--- src/rtl/core/rid_loc_pkg.sv ---
package rid_loc_pkg;

    // Reciprocal constants for division by a constant: q = (x * M) >> K.
    // Each one is exact over the operand range that reaches it.
    localparam logic [16:0] DEG_RECIP   = 17'd83887;     // /100, K = 23
    localparam int          DEG_SHIFT   = 23;
    localparam logic [14:0] SPD0_RECIP  = 15'd20972;     // /25,  K = 19
    localparam int          SPD0_SHIFT  = 19;
    localparam logic [14:0] SPD1_RECIP  = 15'd27963;     // /75,  K = 21
    localparam int          SPD1_SHIFT  = 21;
    localparam logic [12:0] VS_RECIP    = 13'd5243;      // /50,  K = 18
    localparam int          VS_SHIFT    = 18;
    localparam logic [21:0] PA_RECIP    = 22'd2684355;   // /50,  K = 27
    localparam int          PA_SHIFT    = 27;
    localparam logic [23:0] GA_RECIP    = 24'd10737419;  // /100, K = 30
    localparam int          GA_SHIFT    = 30;

    // Ground speed break points in cm/s.
    localparam logic [14:0] SPD_KNEE    = 15'd5625;
    localparam logic [14:0] SPD_TOP     = 15'd25425;
    localparam logic [8:0]  SPD_MAX     = 9'd254;

    localparam logic [12:0] VS_LIMIT    = 13'd6350;

    localparam logic signed [24:0] PA_LOW   = -25'sd100000;
    localparam logic signed [24:0] PA_HIGH  = 25'sd3176750;
    localparam logic [21:0]        PA_SPAN  = 22'd3276750;

    localparam logic [16:0] GA_M_NEG_MAX = 17'd1000;
    localparam logic [16:0] GA_M_POS_MAX = 17'd31767;

    localparam logic [9:0]  DEG_FULL    = 10'd360;
    localparam logic [9:0]  DEG_HALF    = 10'd180;

    // Accuracy thresholds in cm, ascending.
    localparam logic signed [22:0] VERT_LIM [6] = '{
        23'sd100, 23'sd300, 23'sd1000, 23'sd2500, 23'sd4500, 23'sd15000
    };
    localparam logic signed [22:0] HORIZ_LIM [12] = '{
        23'sd100, 23'sd300, 23'sd1000, 23'sd3000, 23'sd9260, 23'sd18520,
        23'sd55560, 23'sd92600, 23'sd185200, 23'sd370400, 23'sd740800,
        23'sd1852000
    };

    typedef struct packed {
        logic [15:0]        course_cdeg;
        logic signed [15:0] ground_speed_cms;
        logic signed [15:0] vertical_speed_cms;
        logic signed [23:0] pressure_alt_cm;
        logic signed [23:0] geodetic_alt_cm;
        logic signed [22:0] vert_acc_cm;
        logic               vert_acc_valid;
        logic signed [22:0] horiz_acc_cm;
        logic               horiz_acc_valid;
    } t_in;

    // After range clamping and offsetting.
    typedef struct packed {
        logic [16:0] cdeg_rnd;
        logic        spd_hi;
        logic        spd_sat;
        logic [14:0] spd_num;
        logic        vs_neg;
        logic [12:0] vs_abs;
        logic [21:0] pa_off;
        logic        ga_neg;
        logic [23:0] ga_abs;
        logic [2:0]  vacc;
        logic [3:0]  hacc;
    } t_s1;

    // After the constant divisions.
    typedef struct packed {
        logic [9:0]  deg;
        logic        spd_hi;
        logic        spd_sat;
        logic [8:0]  spd_q;
        logic        vs_neg;
        logic [6:0]  vs_q;
        logic [15:0] pa_q;
        logic        ga_neg;
        logic [16:0] ga_q;
        logic [2:0]  vacc;
        logic [3:0]  hacc;
    } t_s2;

    typedef struct packed {
        logic        ew_west;
        logic [7:0]  track_dir;
        logic        speed_mult;
        logic [7:0]  speed_code;
        logic [7:0]  vspeed_code;
        logic [15:0] pressure_alt_code;
        logic [15:0] geodetic_alt_code;
        logic [2:0]  vert_acc_code;
        logic [3:0]  horiz_acc_code;
    } t_out;

    // The code equals the number of thresholds lying above the value, or 0 if invalid or negative.
    function automatic logic [2:0] vert_code(input logic signed [22:0] a,
                                             input logic v);
        logic [2:0] c;
        c = '0;
        for (int i = 0; i < 6; i++) begin
            if (a < VERT_LIM[i]) begin
                c = c + 3'd1;
            end
        end
        return (v && !a[22]) ? c : 3'd0;
    endfunction

    function automatic logic [3:0] horiz_code(input logic signed [22:0] a,
                                              input logic v);
        logic [3:0] c;
        c = '0;
        for (int i = 0; i < 12; i++) begin
            if (a < HORIZ_LIM[i]) begin
                c = c + 4'd1;
            end
        end
        return (v && !a[22]) ? c : 4'd0;
    endfunction

endpackage

--- src/rtl/core/rid_loc_prep.sv ---
module rid_loc_prep (
    input  logic              i_clk,
    input  logic              i_rst_n,
    input  logic              i_valid,
    input  rid_loc_pkg::t_in  i_data,
    output logic              o_ready,
    output logic              o_valid,
    output rid_loc_pkg::t_s1  o_data,
    input  logic              i_ready
);
    import rid_loc_pkg::*;

    logic               r_valid;
    t_s1                r_data;
    t_s1                n_data;
    logic [14:0]        spd_v;
    logic signed [24:0] pa_ext;
    logic signed [24:0] pa_sum;
    logic [15:0]        vs_mag;

    assign o_ready = !r_valid || i_ready;

    always_comb begin
        n_data = '0;
        n_data.cdeg_rnd = 17'(i_data.course_cdeg) + 17'd50;

        spd_v = i_data.ground_speed_cms[15] ? 15'd0 : i_data.ground_speed_cms[14:0];
        n_data.spd_hi  = spd_v > SPD_KNEE;
        n_data.spd_sat = spd_v >= SPD_TOP;
        n_data.spd_num = n_data.spd_hi ? (spd_v - SPD_KNEE) : spd_v;

        vs_mag = 16'(-i_data.vertical_speed_cms);
        n_data.vs_neg = i_data.vertical_speed_cms[15];
        if (i_data.vertical_speed_cms > $signed({3'b000, VS_LIMIT})) begin
            n_data.vs_abs = VS_LIMIT;
        end else if (i_data.vertical_speed_cms < -$signed({3'b000, VS_LIMIT})) begin
            n_data.vs_abs = VS_LIMIT;
        end else if (n_data.vs_neg) begin
            n_data.vs_abs = vs_mag[12:0];
        end else begin
            n_data.vs_abs = i_data.vertical_speed_cms[12:0];
        end

        pa_ext = 25'(i_data.pressure_alt_cm);
        pa_sum = pa_ext - PA_LOW;
        if (pa_ext < PA_LOW) begin
            n_data.pa_off = '0;
        end else if (pa_ext > PA_HIGH) begin
            n_data.pa_off = PA_SPAN;
        end else begin
            n_data.pa_off = pa_sum[21:0];
        end

        n_data.ga_neg = i_data.geodetic_alt_cm[23];
        n_data.ga_abs = n_data.ga_neg ? 24'(-i_data.geodetic_alt_cm)
                                      : i_data.geodetic_alt_cm;

        n_data.vacc = vert_code(i_data.vert_acc_cm, i_data.vert_acc_valid);
        n_data.hacc = horiz_code(i_data.horiz_acc_cm, i_data.horiz_acc_valid);
    end

    always_ff @(posedge i_clk) begin
        if (!i_rst_n) begin
            r_valid <= 1'b0;
        end else if (o_ready) begin
            r_valid <= i_valid;
        end
        if (o_ready && i_valid) begin
            r_data <= n_data;
        end
    end

    assign o_valid = r_valid;
    assign o_data  = r_data;

endmodule

--- src/rtl/core/rid_loc_div.sv ---
module rid_loc_div (
    input  logic              i_clk,
    input  logic              i_rst_n,
    input  logic              i_valid,
    input  rid_loc_pkg::t_s1  i_data,
    output logic              o_ready,
    output logic              o_valid,
    output rid_loc_pkg::t_s2  o_data,
    input  logic              i_ready
);
    import rid_loc_pkg::*;

    logic        r_valid;
    t_s2         r_data;
    t_s2         n_data;
    logic [33:0] deg_p;
    logic [29:0] spd_p;
    logic [25:0] vs_p;
    logic [43:0] pa_p;
    logic [47:0] ga_p;

    assign o_ready = !r_valid || i_ready;

    // Each division is a multiply by a scaled reciprocal and a fixed shift.
    always_comb begin
        deg_p = 34'(i_data.cdeg_rnd) * 34'(DEG_RECIP);
        spd_p = 30'(i_data.spd_num) * 30'(i_data.spd_hi ? SPD1_RECIP : SPD0_RECIP);
        vs_p  = 26'(i_data.vs_abs) * 26'(VS_RECIP);
        pa_p  = 44'(i_data.pa_off) * 44'(PA_RECIP);
        ga_p  = 48'(i_data.ga_abs) * 48'(GA_RECIP);

        n_data         = '0;
        n_data.deg     = deg_p[DEG_SHIFT +: 10];
        n_data.spd_hi  = i_data.spd_hi;
        n_data.spd_sat = i_data.spd_sat;
        n_data.spd_q   = i_data.spd_hi ? spd_p[SPD1_SHIFT +: 9] : spd_p[SPD0_SHIFT +: 9];
        n_data.vs_neg  = i_data.vs_neg;
        n_data.vs_q    = vs_p[VS_SHIFT +: 7];
        n_data.pa_q    = pa_p[PA_SHIFT +: 16];
        n_data.ga_neg  = i_data.ga_neg;
        n_data.ga_q    = ga_p[GA_SHIFT +: 17];
        n_data.vacc    = i_data.vacc;
        n_data.hacc    = i_data.hacc;
    end

    always_ff @(posedge i_clk) begin
        if (!i_rst_n) begin
            r_valid <= 1'b0;
        end else if (o_ready) begin
            r_valid <= i_valid;
        end
        if (o_ready && i_valid) begin
            r_data <= n_data;
        end
    end

    assign o_valid = r_valid;
    assign o_data  = r_data;

endmodule

--- src/rtl/core/rid_loc_pack.sv ---
module rid_loc_pack (
    input  logic              i_clk,
    input  logic              i_rst_n,
    input  logic              i_valid,
    input  rid_loc_pkg::t_s2  i_data,
    output logic              o_ready,
    output logic              o_valid,
    output rid_loc_pkg::t_out o_data,
    input  logic              i_ready
);
    import rid_loc_pkg::*;

    logic        r_valid;
    t_out        r_data;
    t_out        n_data;
    logic [9:0]  deg_w;
    logic [9:0]  deg_h;
    logic [8:0]  spd_c;
    logic [7:0]  vs_c;
    logic [16:0] ga_m;
    logic [15:0] ga_base;

    assign o_ready = !r_valid || i_ready;

    always_comb begin
        // Rounded degrees stay below 720, so one subtraction wraps them.
        deg_w = (i_data.deg >= DEG_FULL) ? (i_data.deg - DEG_FULL) : i_data.deg;
        deg_h = (deg_w >= DEG_HALF) ? (deg_w - DEG_HALF) : deg_w;

        spd_c = (i_data.spd_sat || i_data.spd_q > SPD_MAX) ? SPD_MAX : i_data.spd_q;

        vs_c = i_data.vs_neg ? 8'(-{1'b0, i_data.vs_q}) : {1'b0, i_data.vs_q};

        // Whole metres, clamped to the coded range, then offset by 1000 m.
        if (i_data.ga_neg) begin
            ga_m    = (i_data.ga_q > GA_M_NEG_MAX) ? GA_M_NEG_MAX : i_data.ga_q;
            ga_base = 16'(GA_M_NEG_MAX - ga_m);
        end else begin
            ga_m    = (i_data.ga_q > GA_M_POS_MAX) ? GA_M_POS_MAX : i_data.ga_q;
            ga_base = 16'(ga_m + GA_M_NEG_MAX);
        end

        n_data                   = '0;
        n_data.ew_west           = deg_w >= DEG_HALF;
        n_data.track_dir         = deg_h[7:0];
        n_data.speed_mult        = i_data.spd_hi;
        n_data.speed_code        = spd_c[7:0];
        n_data.vspeed_code       = vs_c;
        n_data.pressure_alt_code = i_data.pa_q;
        n_data.geodetic_alt_code = {ga_base[14:0], 1'b0};
        n_data.vert_acc_code     = i_data.vacc;
        n_data.horiz_acc_code    = i_data.hacc;
    end

    always_ff @(posedge i_clk) begin
        if (!i_rst_n) begin
            r_valid <= 1'b0;
        end else if (o_ready) begin
            r_valid <= i_valid;
        end
        if (o_ready && i_valid) begin
            r_data <= n_data;
        end
    end

    assign o_valid = r_valid;
    assign o_data  = r_data;

endmodule

--- src/rtl/core/remote_id_location_field_encoder.sv ---
// Path: an accepted input passes three register stages in turn, one item per stage.
// Throughput: one transaction per cycle while m_axis_tready is high; the rate is set
// by the register pipeline stages: clamp, reciprocal multiply, final coding.
// Reset: i_rst_n is synchronous and active low; it clears all stage valid bits,
// so the pipeline comes up empty with s_axis_tready high and m_axis_tvalid low.
module remote_id_location_field_encoder (
    input  logic         i_clk,
    input  logic         i_rst_n,
    input  logic         s_axis_tvalid,
    output logic         s_axis_tready,
    // From bit 0 up: course_cdeg[16], ground_speed_cms[16], vertical_speed_cms[16],
    // pressure_alt_cm[24], geodetic_alt_cm[24], vert_acc_cm[23], vert_acc_valid[1],
    // horiz_acc_cm[23], horiz_acc_valid[1].
    input  logic [143:0] s_axis_tdata,
    output logic         m_axis_tvalid,
    input  logic         m_axis_tready,
    // From bit 0 up: ew_west[1], track_dir[8], speed_mult[1], speed_code[8],
    // vspeed_code[8], pressure_alt_code[16], geodetic_alt_code[16],
    // vert_acc_code[3], horiz_acc_code[4], then seven zero bits.
    output logic [71:0]  m_axis_tdata
);
    import rid_loc_pkg::*;

    // Each stage holds its item until the next stage can take it. A stage
    // with an empty register always accepts, so bubbles are squeezed out and
    // the input keeps flowing while a finished result waits at the output,
    // until the first two stages hold items as well.

    t_in  in_data;
    t_s1  s1_data;
    t_s2  s2_data;
    t_out s3_data;
    logic s1_valid;
    logic s2_valid;
    logic s1_ready;
    logic s2_ready;

    // Unpack the input transaction into its fields.
    always_comb begin
        in_data.course_cdeg        = s_axis_tdata[15:0];
        in_data.ground_speed_cms   = s_axis_tdata[31:16];
        in_data.vertical_speed_cms = s_axis_tdata[47:32];
        in_data.pressure_alt_cm    = s_axis_tdata[71:48];
        in_data.geodetic_alt_cm    = s_axis_tdata[95:72];
        in_data.vert_acc_cm        = s_axis_tdata[118:96];
        in_data.vert_acc_valid     = s_axis_tdata[119];
        in_data.horiz_acc_cm       = s_axis_tdata[142:120];
        in_data.horiz_acc_valid    = s_axis_tdata[143];
    end

    // Stage one clamps the speeds and pressure altitude and removes offsets.
    // The accuracy codes are also settled here, as they need only compares.
    rid_loc_prep u_prep (
        .i_clk   (i_clk),
        .i_rst_n (i_rst_n),
        .i_valid (s_axis_tvalid),
        .i_data  (in_data),
        .o_ready (s_axis_tready),
        .o_valid (s1_valid),
        .o_data  (s1_data),
        .i_ready (s1_ready)
    );

    // Stage two performs every constant division as a reciprocal multiply.
    rid_loc_div u_div (
        .i_clk   (i_clk),
        .i_rst_n (i_rst_n),
        .i_valid (s1_valid),
        .i_data  (s1_data),
        .o_ready (s1_ready),
        .o_valid (s2_valid),
        .o_data  (s2_data),
        .i_ready (s2_ready)
    );

    // Stage three wraps the course, saturates the speed, restores signs and
    // forms the altitude codes; its register is the output register.
    rid_loc_pack u_pack (
        .i_clk   (i_clk),
        .i_rst_n (i_rst_n),
        .i_valid (s2_valid),
        .i_data  (s2_data),
        .o_ready (s2_ready),
        .o_valid (m_axis_tvalid),
        .o_data  (s3_data),
        .i_ready (m_axis_tready)
    );

    assign m_axis_tdata = {
        7'd0,
        s3_data.horiz_acc_code,
        s3_data.vert_acc_code,
        s3_data.geodetic_alt_code,
        s3_data.pressure_alt_code,
        s3_data.vspeed_code,
        s3_data.speed_code,
        s3_data.speed_mult,
        s3_data.track_dir,
        s3_data.ew_west
    };

endmodule
--- config.mk ---
export PLATFORM = sky130hd
export DESIGN_NAME = remote_id_location_field_encoder
export DESIGN_NICKNAME = d
export VERILOG_FILES = /design/src/rtl/core/rid_loc_pkg.sv /design/src/rtl/core/rid_loc_prep.sv /design/src/rtl/core/rid_loc_div.sv /design/src/rtl/core/rid_loc_pack.sv /design/src/rtl/core/remote_id_location_field_encoder.sv
export SDC_FILE = /design/constraint.sdc
export NUM_CORES = 2
export LEC_CHECK = 0
export BUFFER_PORTS_ARGS = -buffer_cell sky130_fd_sc_hd__buf_4
export CAP_MARGIN = 20
export CORE_ASPECT_RATIO = 0.75
export CORE_MARGIN = 2
export CORE_UTILIZATION = 49
export DETAILED_ROUTE_END_ITERATION = 10
export PLACE_DENSITY_LB_ADDON = 0.12
export SETUP_SLACK_MARGIN = 0.05
export SYNTH_ARGS = -nofsm -noshare
export SYNTH_HDL_FRONTEND = slang
export SYNTH_SLANG_ARGS = --single-unit
--- constraint.sdc ---
create_clock -name i_clk -period 9.9 [get_ports i_clk]
set_input_delay 0.99 -clock i_clk [delete_from_list [all_inputs] [get_ports i_clk]]
set_output_delay 0.99 -clock i_clk [all_outputs]
set_load 0.1 [all_outputs]
==> impl_metrics.ini <==
[cts]
clk_path_buf_depth = 3
clock-sinks = 239
post_cts_resized = 0
cts_tree = done
clk-insertion-delay-late_ns = 0.62
cts.hold.buffers_added = 0
post-cts-setup-buffers = 0
h_tree_level_count = 1
clock_tree.root_cell = sky130_fd_sc_hd__clkbuf_16
clk_transition_reported_paths_ns = 0.06
cts_inserted_buffers = 29

[yosys]
yosys_warnings = 0
postSynthRegisterBits = 239
asyncSetResetFlopFracSynth_pct = 0
synthFlopType = sky130_fd_sc_hd__edfxtp_1
yosys.cell_types.count = 88
syn_area_um2 = 44100
postSynthCellCount = 4083
synth_area_per_cell_um2 = 10.8
seq_area_frac_synth_pct = 16.2
synth_enable_flop_cells = 236

[sta]
maxSlewHeadroom_pct = 25.3
slew_viol_final = 0
hold_viol_final = 0
worst_pin_slew_ns = 1.11
finalCritPeriodShare_pct = 82.9
finClkSkew_ns = 0.0194
fmaxAchievable_mhz = 122
finalSetupTns_ns = 0
unrepaired_setup_endpoints_after_global_routing = no
report.final.setup_viol = 0
timing.final.crit_period_ns = 8.21
final.hold.worst_slack_ns = 0.413

[setup_path]
cp-start-kind = register
cp_common_cell = sky130_fd_sc_hd__fa_1
timing.critical_path.buf_inv = 4
crit_path_end_kind = register
timing.critical_path.fanout_max = 9
r2r_setup_slack_ns = 1.69
worst_path_largest_cell_delay_ns = 0.94
arrival_time_of_data_at_the_critical_path_endpoint_ns = 8.57
worstPathCellList = ha_1 -> inv_1 -> fa_1 -> fa_1 -> inv_1 -> ha_1 -> fa_1 -> inv_1 -> fa_1 -> inv_1 -> fa_1 -> ha_1 -> nand3_1 -> nor2_1 -> o21ai_0 -> o311ai_0 -> o21ai_0 -> nor3_1 -> o21ai_0 -> a311o_1 -> o22ai_1 -> o22ai_1 -> xnor2_1
class_of_the_most_critical_setup_path = reg -> reg
worstSetupStartpoint = u_prep.o_data[16]
cp_slowest_cell = sky130_fd_sc_hd__o311ai_0
path_delay_family = adder cells
required_ns = 10.26
worst_reg2reg_startpoint = u_prep.o_data[16]

[detailed_routing]
drt-wirelength-per-cell_um = 17.7
detail_route.first_pass.iterations = 5
ant_nets = 0
drtIter0Drc = 1477
post_drt_via_cell_ratio = 5.09
wirelength_um = 98100
dr_total_vias = 28200
remaining_drc_errors = 0

[layout]
post_route_cells_drive_above_1_share_pct = 7.57
most_frequent_cells_in_the_layout = sky130_fd_sc_hd__inv_1, sky130_fd_sc_hd__ha_1, sky130_fd_sc_hd__fa_1
multi_input_area_um2 = 32900
synthToLayoutAreaGrowth_pct = 9.10
layout.cells.most_common = sky130_fd_sc_hd__inv_1
design_area_um2 = 48100
final-seq-area_um2 = 7150
nNetsFinal = 6042
fill_cells = 8111

[placed_design]
dpl.hpwl_um = 84700
port-buffer-count = 209
detailed_place.area_um2 = 47100
place.gp.congestion = 0.901

[floorplanning]
die_area_um2 = 92400
die-width_um = 350
floorplan.io_pins = 222
floorplan.die.height_um = 264
rows = 95
floorplan.core_area_um2 = 89400
start_util_pct = 49.3

[global_route]
wire_length_of_the_first_global_routing_pass_um = 161000
globalRouteTotalUtil_pct = 22.1
grt_start_max_net_pins = 71
grt-ovfl-total = 0
grt_pass1_vias = 29200
antenna_violations_before_repair = 3

[status]
status = complete, no violations

[worst_hold_path]
hold_crit_path_type = reg -> reg
hold_path.startpoint = u_prep.o_data[31]

[run]
number_of_max_cap_violations = 0
## cell usage after synthesis, drive strengths merged (5+ instances only)
| library cell | number | area, um^2 |
|---|---|---|
| a31oi | 20 | 125 |
| a21oi | 114 | 574 |
| nor4 | 20 | 153 |
| ha | 891 | 11100 |
| and4 | 8 | 70.1 |
| o311ai | 9 | 78.8 |
| a41oi | 8 | 70.1 |
| nand3 | 40 | 200 |
| inv | 1021 | 3830 |
| nor2b | 31 | 194 |
| or4 | 7 | 52.6 |
| nand4 | 22 | 138 |
| a21boi | 8 | 71.3 |
| nor2 | 131 | 494 |
| xor2 | 52 | 463 |
| buf | 14 | 98.8 |
| mux2 | 6 | 67.6 |
| and2 | 25 | 156 |
| o41ai | 9 | 78.8 |
| fa | 709 | 14200 |
| o21a | 12 | 90.1 |
| nor3 | 31 | 155 |
| nand2 | 117 | 439 |
| o31ai | 22 | 170 |
| nor3b | 7 | 52.6 |
| a211oi | 16 | 120 |
| a21o | 56 | 420 |
| nand4b | 5 | 50.0 |
| o21ai | 94 | 474 |
| nand2b | 31 | 194 |
| edfxtp | 236 | 7090 |
| mux2i | 9 | 93.8 |
| o211ai | 11 | 82.6 |
| and3 | 16 | 100 |
| or2 | 19 | 119 |
| or3 | 19 | 119 |
| xnor2 | 131 | 1180 |
| a211o | 7 | 62.6 |
| clkbuf | 37 | 149 |
## flip-flops by register name, summed over array words and instances, names as in the netlist
name	flops
u_pack.o_valid	1
u_div.o_data	70
u_prep.o_valid	1
u_div.o_valid	1
u_prep.o_data	102
u_pack.o_data	64
## worst register-to-register path, delay by kind of cell, from the launching register on
kind | cells | cell delay (ns)
XOR/XNOR | 1 | 0.14
buffers and inverters | 4 | 0.27
flip-flops | 1 | 0.85
AND/OR/NAND/NOR | 3 | 0.63
adder cells (fa/ha/maj) | 8 | 3.60
AO/OA/AOI/OAI | 7 | 2.47
## cell type report
| class | count | share of cell area [%] |
|---|---|---|
| repair buffers | 224 | 3.56 |
| multi-input cells | 2779 | 68.4 |
| clock buffers | 33 | 1.54 |
| diodes | 2 | 0.0104 |
| inverters | 1021 | 7.97 |
| well taps | 1212 | 3.15 |
| clock inverters | 21 | 0.460 |
| flip-flops and latches | 239 | 14.9 |
## per-stage QoR
step / worst slack [ns] / cells / utilization (%)
final: 1.69 / 5531 / 53.8
after global routing: 1.17 / 5529 / 53.8
after CTS: 1.67 / 5528 / 53.8
after detailed placement: 1.75 / 5474 / 52.7
after global placement: 1.76 / 5473 / 52.7
after floorplan: 2.71 / 4090 / -
## path summary, 6_finish.rpt
check | endpoint | cells after the start
worst max-delay path | u_div.o_data[22] | 23
worst min-delay path | u_div.o_data[24] | 0
worst max register to register | u_div.o_data[22] | 23
worst min register to register | u_div.o_data[24] | 0
## per-layer routing
| layer | GRT usage [%] | wire length, um | vias up |
|---|---|---|---|
| li1 | - | - | 13700 |
| met1 | 37.0 | 53000 | 13900 |
| met2 | 29.7 | 38000 | 540 |
| met3 | 4.54 | 6170 | 55 |
| met4 | 2.34 | 987 | 4 |
| met5 | 0 | 23 | - |
## logic make-up after synthesis
| logic type | count (synthesis) | share of synthesized area [%] |
|---|---|---|
| multiplexers | 15 | 0.366 |
| XOR/XNOR | 187 | 3.94 |
| buffers and inverters | 1072 | 9.25 |
| other | 1 | 0.00851 |
| AO/OA/AOI/OAI | 427 | 6.38 |
| AND/OR/NAND/NOR | 542 | 6.36 |
| adder cells (fa/ha/maj) | 1600 | 57.5 |
| flip-flops | 239 | 16.2 |
Power is not shown: default switching activity piles up to over one toggle a cycle in this logic, so the estimate is an artifact.
